[src/rtl/core/cmfs_pkg.sv]
// Shared constants and types for the cube map face selection block.
package cmfs_pkg;

  // Default widths of one direction component and of the coordinate fraction
  localparam int CMFS_COMPONENT_BITS = 16;
  localparam int CMFS_FRACTION_BITS  = 16;

  // Width of the face code
  localparam int CMFS_FACE_BITS = 3;

  // Face codes: sign and axis of the major component
  typedef enum logic [CMFS_FACE_BITS-1:0] {
    FACE_POS_X = 3'd0,
    FACE_NEG_X = 3'd1,
    FACE_POS_Y = 3'd2,
    FACE_NEG_Y = 3'd3,
    FACE_POS_Z = 3'd4,
    FACE_NEG_Z = 3'd5
  } face_t;

endpackage

[src/rtl/core/cubemap_face_select_top.sv]
// Top level of the cube map face selection block: selection stage and divider cell chain.
//
// Input channel s_axis carries one direction vector per transaction (x, y, z as signed
// components). Output channel m_axis carries one result per input: the face code and the
// s and t coordinates as unsigned fractions with FRACTION_BITS fraction bits, truncated.
// A zero vector gives face -z with s = t = 0.
//
// One stage picks the major axis, one forms the numerators and divisor and the integer
// quotient bit, then a chain of FRACTION_BITS identical cells each retires one fraction
// bit of s and t. The last cell is the output register. Throughput is one transaction per
// cycle while m_axis_tready is high; every cell holds its own transaction and hands it on
// when the cell downstream can take it.
//
// Reset clears all valid bits; the pipeline comes up empty and ready.
// When m_axis_tready is low, data collapses into empty cells upstream, so s_axis_tready
// stays high until every cell holds a transaction; nothing is dropped or repeated.
module cubemap_face_select_top
  import cmfs_pkg::*;
#(
  parameter int COMPONENT_BITS = CMFS_COMPONENT_BITS,
  parameter int FRACTION_BITS  = CMFS_FRACTION_BITS
) (
  input  logic                                   clk,
  input  logic                                   rst,
  input  logic                                   s_axis_tvalid,
  output logic                                   s_axis_tready,
  // dir_x, dir_y, dir_z from the lowest bit up, zero padded to whole bytes
  input  logic [((3*COMPONENT_BITS+7)/8)*8-1:0]  s_axis_tdata,
  output logic                                   m_axis_tvalid,
  input  logic                                   m_axis_tready,
  // face_index, s_coord, t_coord from the lowest bit up, zero padded to whole bytes
  output logic [((CMFS_FACE_BITS+2*(FRACTION_BITS+1)+7)/8)*8-1:0] m_axis_tdata
);

  localparam int CB          = COMPONENT_BITS;
  localparam int FB          = FRACTION_BITS;
  localparam int OUT_BITS    = CMFS_FACE_BITS + 2 * (FB + 1);
  localparam int OUT_TDATA_W = ((OUT_BITS + 7) / 8) * 8;

  // Cell chain links; link 0 comes from the selection stage, link FB is the output
  logic          cell_valid [FB+1];
  logic          cell_ready [FB+1];
  face_t         cell_face  [FB+1];
  logic [CB:0]   cell_den   [FB+1];
  logic [CB:0]   cell_rs    [FB+1];
  logic [CB:0]   cell_rt    [FB+1];
  logic [FB:0]   cell_qs    [FB+1];
  logic [FB:0]   cell_qt    [FB+1];

  logic          sel_qs, sel_qt;

  // Select the face and set up the division
  cmfs_select #(
    .COMPONENT_BITS(CB)
  ) u_select (
    .clk       (clk),
    .rst       (rst),
    .in_valid  (s_axis_tvalid),
    .in_ready  (s_axis_tready),
    .dir_x     (s_axis_tdata[CB-1:0]),
    .dir_y     (s_axis_tdata[2*CB-1:CB]),
    .dir_z     (s_axis_tdata[3*CB-1:2*CB]),
    .out_valid (cell_valid[0]),
    .out_ready (cell_ready[0]),
    .out_face  (cell_face[0]),
    .out_den   (cell_den[0]),
    .out_rs    (cell_rs[0]),
    .out_rt    (cell_rt[0]),
    .out_qs    (sel_qs),
    .out_qt    (sel_qt)
  );

  assign cell_qs[0] = (FB+1)'(sel_qs);
  assign cell_qt[0] = (FB+1)'(sel_qt);

  // Chain of division cells, one fraction bit each
  for (genvar i = 0; i < FB; i++) begin : g_cell
    cmfs_div_cell #(
      .COMPONENT_BITS(CB),
      .FRACTION_BITS (FB)
    ) u_cell (
      .clk       (clk),
      .rst       (rst),
      .in_valid  (cell_valid[i]),
      .in_ready  (cell_ready[i]),
      .in_face   (cell_face[i]),
      .in_den    (cell_den[i]),
      .in_rs     (cell_rs[i]),
      .in_rt     (cell_rt[i]),
      .in_qs     (cell_qs[i]),
      .in_qt     (cell_qt[i]),
      .out_valid (cell_valid[i+1]),
      .out_ready (cell_ready[i+1]),
      .out_face  (cell_face[i+1]),
      .out_den   (cell_den[i+1]),
      .out_rs    (cell_rs[i+1]),
      .out_rt    (cell_rt[i+1]),
      .out_qs    (cell_qs[i+1]),
      .out_qt    (cell_qt[i+1])
    );
  end

  // Drive the output channel from the last cell
  assign cell_ready[FB]  = m_axis_tready;
  assign m_axis_tvalid   = cell_valid[FB];
  assign m_axis_tdata    = OUT_TDATA_W'({cell_qt[FB], cell_qs[FB], cell_face[FB]});

  // Input stalls only when the whole chain is full and the output is blocked
  a_stall_full : assert property (@(posedge clk) disable iff (rst)
    !s_axis_tready |-> (m_axis_tvalid && !m_axis_tready))
    else $error("input stalled while the cell chain has room");

  // The remainder entering the chain stays below the divisor
  a_rem_bound : assert property (@(posedge clk) disable iff (rst)
    cell_valid[0] |-> (cell_rs[0] < cell_den[0]) && (cell_rt[0] < cell_den[0]))
    else $error("division remainder out of range at chain entry");

  // Coordinates never exceed one
  a_coord_max : assert property (@(posedge clk) disable iff (rst)
    m_axis_tvalid |-> (cell_qs[FB] <= {1'b1, {FB{1'b0}}}) &&
                      (cell_qt[FB] <= {1'b1, {FB{1'b0}}}))
    else $error("face coordinate above one");

  // A zero divisor never reaches the chain
  a_den_nonzero : assert property (@(posedge clk) disable iff (rst)
    cell_valid[0] |-> (cell_den[0] != '0))
    else $error("zero divisor entered the cell chain");

endmodule

[src/rtl/core/cmfs_select.sv]
// Face selection and divider setup: picks the major axis, forms numerators and divisor.
module cmfs_select
  import cmfs_pkg::*;
#(
  parameter int COMPONENT_BITS = CMFS_COMPONENT_BITS
) (
  input  logic                      clk,
  input  logic                      rst,
  input  logic                      in_valid,
  output logic                      in_ready,
  input  logic [COMPONENT_BITS-1:0] dir_x,
  input  logic [COMPONENT_BITS-1:0] dir_y,
  input  logic [COMPONENT_BITS-1:0] dir_z,
  output logic                      out_valid,
  input  logic                      out_ready,
  output face_t                     out_face,
  output logic [COMPONENT_BITS:0]   out_den,
  output logic [COMPONENT_BITS:0]   out_rs,
  output logic [COMPONENT_BITS:0]   out_rt,
  output logic                      out_qs,
  output logic                      out_qt
);

  localparam int CB = COMPONENT_BITS;

  // Sign and magnitude of each component
  logic          x_neg, y_neg, z_neg;
  logic [CB-1:0] x_mag, y_mag, z_mag;
  logic          x_win, y_win, z_win;

  // Selected face and coordinates
  face_t         face_next;
  logic          sc_neg_next, tc_neg_next;
  logic [CB-1:0] sc_mag_next, tc_mag_next, ma_next;

  // Stage A registers
  logic          a_valid;
  logic          a_ready;
  face_t         a_face;
  logic          a_sc_neg, a_tc_neg;
  logic [CB-1:0] a_sc_mag, a_tc_mag, a_ma;

  // Stage B next values
  logic [CB:0]   num_s, num_t, den_next;
  logic          qs_next, qt_next;
  logic [CB:0]   rs_next, rt_next;

  // Convert components to sign and magnitude; the most negative value keeps its exact size
  always_comb begin
    x_neg = dir_x[CB-1];
    y_neg = dir_y[CB-1];
    z_neg = dir_z[CB-1];
    x_mag = x_neg ? CB'(~dir_x + 1'b1) : dir_x;
    y_mag = y_neg ? CB'(~dir_y + 1'b1) : dir_y;
    z_mag = z_neg ? CB'(~dir_z + 1'b1) : dir_z;
  end

  // Pick the major axis; on ties z beats y and y beats x
  always_comb begin
    x_win = (x_mag >= y_mag) && (x_mag >= z_mag);
    y_win = (y_mag >= x_mag) && (y_mag >= z_mag);
    z_win = (z_mag >= x_mag) && (z_mag >= y_mag);

    face_next   = FACE_POS_X;
    sc_neg_next = x_neg;
    sc_mag_next = x_mag;
    tc_neg_next = y_neg;
    tc_mag_next = y_mag;
    ma_next     = '0;

    if (z_win) begin
      // zero counts as negative, so a zero vector lands on the -z face
      face_next   = (!z_neg && z_mag != '0) ? FACE_POS_Z : FACE_NEG_Z;
      sc_neg_next = (!z_neg && z_mag != '0) ? x_neg : !x_neg;
      sc_mag_next = x_mag;
      tc_neg_next = y_neg;
      tc_mag_next = y_mag;
      ma_next     = z_mag;
    end else if (y_win) begin
      face_next   = (!y_neg && y_mag != '0) ? FACE_POS_Y : FACE_NEG_Y;
      sc_neg_next = x_neg;
      sc_mag_next = x_mag;
      tc_neg_next = (!y_neg && y_mag != '0) ? !z_neg : z_neg;
      tc_mag_next = z_mag;
      ma_next     = y_mag;
    end else if (x_win) begin
      face_next   = (!x_neg && x_mag != '0) ? FACE_POS_X : FACE_NEG_X;
      sc_neg_next = (!x_neg && x_mag != '0) ? !z_neg : z_neg;
      sc_mag_next = z_mag;
      tc_neg_next = y_neg;
      tc_mag_next = y_mag;
      ma_next     = x_mag;
    end
  end

  // Stage A handshake
  assign a_ready  = !out_valid || out_ready;
  assign in_ready = !a_valid || a_ready;

  always_ff @(posedge clk) begin
    if (rst) begin
      a_valid <= 1'b0;
    end else if (in_ready) begin
      a_valid <= in_valid;
    end
  end

  always_ff @(posedge clk) begin
    if (in_valid && in_ready) begin
      a_face   <= face_next;
      a_sc_neg <= sc_neg_next;
      a_sc_mag <= sc_mag_next;
      a_tc_neg <= tc_neg_next;
      a_tc_mag <= tc_mag_next;
      a_ma     <= ma_next;
    end
  end

  // Form numerators ma +/- c and divisor 2*ma, then the integer quotient bit
  always_comb begin
    num_s    = a_sc_neg ? ({1'b0, a_ma} - {1'b0, a_sc_mag}) : ({1'b0, a_ma} + {1'b0, a_sc_mag});
    num_t    = a_tc_neg ? ({1'b0, a_ma} - {1'b0, a_tc_mag}) : ({1'b0, a_ma} + {1'b0, a_tc_mag});
    // a zero vector has zero numerators; a nonzero divisor makes its quotient zero
    den_next = (a_ma == '0) ? (CB+1)'(2) : {a_ma, 1'b0};
    qs_next  = num_s >= den_next;
    qt_next  = num_t >= den_next;
    rs_next  = qs_next ? (num_s - den_next) : num_s;
    rt_next  = qt_next ? (num_t - den_next) : num_t;
  end

  // Stage B registers
  always_ff @(posedge clk) begin
    if (rst) begin
      out_valid <= 1'b0;
    end else if (a_ready) begin
      out_valid <= a_valid;
    end
  end

  always_ff @(posedge clk) begin
    if (a_valid && a_ready) begin
      out_face <= a_face;
      out_den  <= den_next;
      out_rs   <= rs_next;
      out_rt   <= rt_next;
      out_qs   <= qs_next;
      out_qt   <= qt_next;
    end
  end

endmodule

[src/rtl/core/cmfs_div_cell.sv]
// One restoring division cell: produces one fraction bit of s and of t per transaction.
module cmfs_div_cell
  import cmfs_pkg::*;
#(
  parameter int COMPONENT_BITS = CMFS_COMPONENT_BITS,
  parameter int FRACTION_BITS  = CMFS_FRACTION_BITS
) (
  input  logic                     clk,
  input  logic                     rst,
  input  logic                     in_valid,
  output logic                     in_ready,
  input  face_t                    in_face,
  input  logic [COMPONENT_BITS:0]  in_den,
  input  logic [COMPONENT_BITS:0]  in_rs,
  input  logic [COMPONENT_BITS:0]  in_rt,
  input  logic [FRACTION_BITS:0]   in_qs,
  input  logic [FRACTION_BITS:0]   in_qt,
  output logic                     out_valid,
  input  logic                     out_ready,
  output face_t                    out_face,
  output logic [COMPONENT_BITS:0]  out_den,
  output logic [COMPONENT_BITS:0]  out_rs,
  output logic [COMPONENT_BITS:0]  out_rt,
  output logic [FRACTION_BITS:0]   out_qs,
  output logic [FRACTION_BITS:0]   out_qt
);

  localparam int CB = COMPONENT_BITS;
  localparam int FB = FRACTION_BITS;

  logic [CB+1:0] rs_shift, rt_shift, den_ext;
  logic          ge_s, ge_t;
  logic [CB:0]   rs_next, rt_next;
  logic [FB:0]   qs_next, qt_next;

  // Shift the remainder, compare against the divisor, subtract when it fits
  always_comb begin
    den_ext  = {1'b0, in_den};
    rs_shift = {in_rs, 1'b0};
    rt_shift = {in_rt, 1'b0};
    ge_s     = rs_shift >= den_ext;
    ge_t     = rt_shift >= den_ext;
    rs_next  = ge_s ? (CB+1)'(rs_shift - den_ext) : rs_shift[CB:0];
    rt_next  = ge_t ? (CB+1)'(rt_shift - den_ext) : rt_shift[CB:0];
    qs_next  = {in_qs[FB-1:0], ge_s};
    qt_next  = {in_qt[FB-1:0], ge_t};
  end

  // Advance whenever the neighbor downstream can take the transaction
  assign in_ready = !out_valid || out_ready;

  always_ff @(posedge clk) begin
    if (rst) begin
      out_valid <= 1'b0;
    end else if (in_ready) begin
      out_valid <= in_valid;
    end
  end

  always_ff @(posedge clk) begin
    if (in_valid && in_ready) begin
      out_face <= in_face;
      out_den  <= in_den;
      out_rs   <= rs_next;
      out_rt   <= rt_next;
      out_qs   <= qs_next;
      out_qt   <= qt_next;
    end
  end

endmodule
[config.mk]
export PLATFORM = sky130hd
export DESIGN_NAME = cubemap_face_select_top
export DESIGN_NICKNAME = d
export VERILOG_FILES = /design/src/rtl/core/cmfs_pkg.sv /design/src/rtl/core/cubemap_face_select_top.sv /design/src/rtl/core/cmfs_select.sv /design/src/rtl/core/cmfs_div_cell.sv
export SDC_FILE = /design/constraint.sdc
export NUM_CORES = 2
export LEC_CHECK = 0
export BUFFER_PORTS_ARGS = -buffer_cell sky130_fd_sc_hd__buf_2
export CAP_MARGIN = 20
export CORE_ASPECT_RATIO = 2
export CORE_MARGIN = 10
export CORE_UTILIZATION = 66
export DETAILED_ROUTE_END_ITERATION = 8
export GPL_ROUTABILITY_DRIVEN = 0
export PLACE_DENSITY = 0.83
export REMOVE_ABC_BUFFERS = 1
export SLEW_MARGIN = 20
export SYNTH_ARGS = -nofsm -noshare
export SYNTH_HDL_FRONTEND = slang
export SYNTH_SLANG_ARGS = --single-unit
export TNS_END_PERCENT = 100
[constraint.sdc]
create_clock -name clk -period 12.95 [get_ports clk]
set_input_delay 0.6475 -clock clk [delete_from_list [all_inputs] [get_ports clk]]
set_output_delay 0.6475 -clock clk [all_outputs]
set_load 0.005 [all_outputs]
==> flow_summary.toml <==
[run_status]
status = "finished with violations"
failed_checks = "design-rule violations"

[global_route]
grt_remaining_overflow = 0
grtUsageTotal_pct = 35.87
antenna_found_initial = 27
grt_pass1_wl_um = 318200
first_global_vias = 54760
grt_max_degree = 71

[critical_path]
worst_path_most_repeated_cell = "or3_1"
cpLargestDelayFamily = "simple AND/OR/NAND/NOR gates"
cp-end-kind = "flip-flop"
cp.buffers_inverters = 0
start_kind = "flip-flop"
crit_type = "reg -> reg"
cp.arrival_ns = 6.74
path_cells = "or3_1 > or3_1 > nor3_1 > a21oi_1 > xnor2_1 > ha_1 > nand3_1 > a21o_1 > a31oi_1 > or4b_1 > nand4_1 > ha_1 > nand3_1 > a2111oi_0 > o31a_1 > o21a_1 > or3_1 > mux2_1"
crit_path_max_fanout = 16
max_stage_delay_ns = 0.65
slowest_stage = "or3_1"
worstPathRequired_ns = 13.43

[yosys]
ys_ff_latch = 1198
synthTopCellsByCount = "1180 x edfxtp_1, 627 x ha_1, 542 x nor2_1"
netlist_instances = 6125
yosysTopAreaCell = "edfxtp_1"
ys_seq_area_share_pct = 51.00
yosysMostFrequentCell = "edfxtp_1"
synth_warnings = 0
synthFlopType = "edfxtp_1"
synth.avg_cell_area_um2 = 11.46
syn-cell-area_um2 = 70190
synth_area_leaders = "edfxtp_1 50%, ha_1 11%, a21oi_1 3.6%, xnor2_1 3.5%, mux2_2 3.0%"
synth_top_area_share_pct = 50.48
synth.distinct_cells = 84
synth_edf_count = 1180
synthArstFlopShare_pct = 0

[clock_tree]
hold_buffers = 0
cts_setup_buffers = 0
cts_buffers = 100
cts_max_path_buffers = 3
clk-insertion-delay-late_ns = 0.78
cts-resized-gates = 0
clkSinkCount = 1198
htree_levels = 3
clockRootBuffer = "clkbuf_16"
cts_tree = "built"
clkTransAtPathRegs_ns = 0.07

[routing]
drtIter0Drc = 4235
wl_um = 216200
route.detailed.drc = 3
viasPerCell = 6.797
drt-pass1-iter-count = 9
vias = 52160
postRouteAntennaNets = 0
avgRoutedWirePerCell_um = 28.17

[floorplan]
core_um2 = 105900
floorplan.initialDensity_pct = 66.26
fp.dieW_um = 250.6
rows = 169
ioPinCount = 94
fp.dieH_um = 481.2
fp.dieArea_um2 = 120600

[power_and_ir_drop]
leakage_nw = 29.28
p_per_area_nw_per_um2 = 145.7
total_power_mw = 11.05
vdd_ir_drop_max_v = 0.0002547

[timing]
rsz0062_at_grt = "false"
setup_ws_ns = 6.689
max_freq_mhz = 159.7
drv_slew = 0
slew_headroom_pct = 22.27
fin_setup_tns_ns = 0
skew_ns = 0.05474
setup_viol = 0
fin_crit_ns = 6.261
post-route-period-util_pct = 48.35
max_slew.worst_pin.slew_ns = 1.155
finalHoldViolations = 0

[hold_path]
hold_class = "in -> reg"

[finish]
drive_above_1_share_pct = 9.306
nets = 6929
area_delta_synth_final_pct = 8.002

[flow_run]
maxCapViolCount = 0

[place]
place.port_buffers = 90
post-place-ws_ns = 6.776
dp.final_hpwl_um = 157600
path summary, 6_finish.rpt:
| check | start | end | slack (ns) | cells after the start |
|---|---|---|---|---|
| setup / recovery | u_select.a_tc_mag[2] | u_select.out_rt[12] | 6.69 | 18 |
| hold / removal | s_axis_tvalid | u_select.a_valid | 0.12 | 3 |
| setup reg to reg | u_select.a_tc_mag[2] | u_select.out_rt[12] | 6.69 | 18 |
| hold reg to reg | g_cell[10].u_cell.out_qs[2] | g_cell[11].u_cell.out_qs[3] | 0.40 | 0 |
tightest hold or removal path: cells and delay by family:
kind / cells / cell delay [ns]
AOI/OAI and AO/OA: 1 / 0.05
buffers and inverters: 2 / 0.14
power by group:
part	leakage (nW)	internal, mW	switching (mW)
logic	16.8	1.30	1.85
clock network	1.61	1.68	1.48
registers	10.8	4.50	0.244
sequential cells by signal, indices dropped and copies added, names as in the netlist, 3 cells and up:
name and count:
u_select.out_den 16, g_cell.u_cell.out_rt 240, g_cell.u_cell.out_qt 152, g_cell.u_cell.out_valid 16
u_select.out_rt 17, u_select.a_face 3, u_select.out_face 3, g_cell.u_cell.out_face 48
g_cell.u_cell.out_qs 152, g_cell.u_cell.out_den 240, u_select.out_rs 17, u_select.a_sc_mag 16
u_select.a_tc_mag 16, u_select.a_ma 16, g_cell.u_cell.out_rs 240
kinds of logic after synthesis:
kind of cell	after synthesis	share of synthesized area [%]
adder cells (fa/ha/maj)	661	12.15
AO/OA/AOI/OAI	1453	13.17
buffers and inverters	610	3.492
AND/OR/NAND/NOR	1493	10.57
other	1	0.005343
XOR/XNOR	479	5.988
flip-flops	1198	51.00
multiplexers	230	3.635
cell usage in the layout, fill, tap and decap left out, drive strengths merged, types with 31 or more instances in the layout:
master  instances
edfxtp       1180
ha            627
nor2          542
a21oi         506
inv           453
xnor2         282
o21ai         281
mux2          199
xor2          197
nand2         197
a21o          172
buf           148
nor2b         116
clkbuf        115
nand4         109
nand2b        106
nand3          90
nor3           83
and2           57
o31ai          48
or3            47
a31oi          47
o41ai          46
clkinv         46
o21a           45
o21bai         45
nor4           40
fa             34
o211ai         32
mux2i          31
metrics by stage:
| step | cells | util, % | instance area [µm²] | hold slack, ns |
|---|---|---|---|---|
| 2_1_floorplan | 5963 | - | 69420 | 0.4003 |
| 3_3_place_gp | 7470 | 68.13 | 72170 | 0.4004 |
| 3_5_place_dp | 7470 | 68.13 | 72170 | 0.4045 |
| 4_1_cts | 7653 | 71.28 | 75510 | 0.09660 |
| 5_1_grt | 7667 | 71.54 | 75790 | 0.09761 |
| 6_report | 7674 | 71.56 | 75810 | 0.1169 |
layer usage:
metal / vias up / routed length (µm) / track usage (%)
met2: 2889 / 112800 / 64.99
met4: 30 / 30740 / 41.98
met3: 1554 / 15750 / 10.49
met1: 24770 / 56730 / 27.21
met5: - / 206 / 0.08042
li1: 22920 / - / -
cell type report:
cell class,instances,area (µm²)
sequential,1198,35790
tap,1368,1712
clock buffer,112,2547
fill,7227,30130
multi-input combinational,4319,32310
clock inverter,71,790.8
inverter,446,1674
antenna,9,22.52
timing repair buffer,151,954.7
No activity file was read; power rests on OpenSTA's default activity.
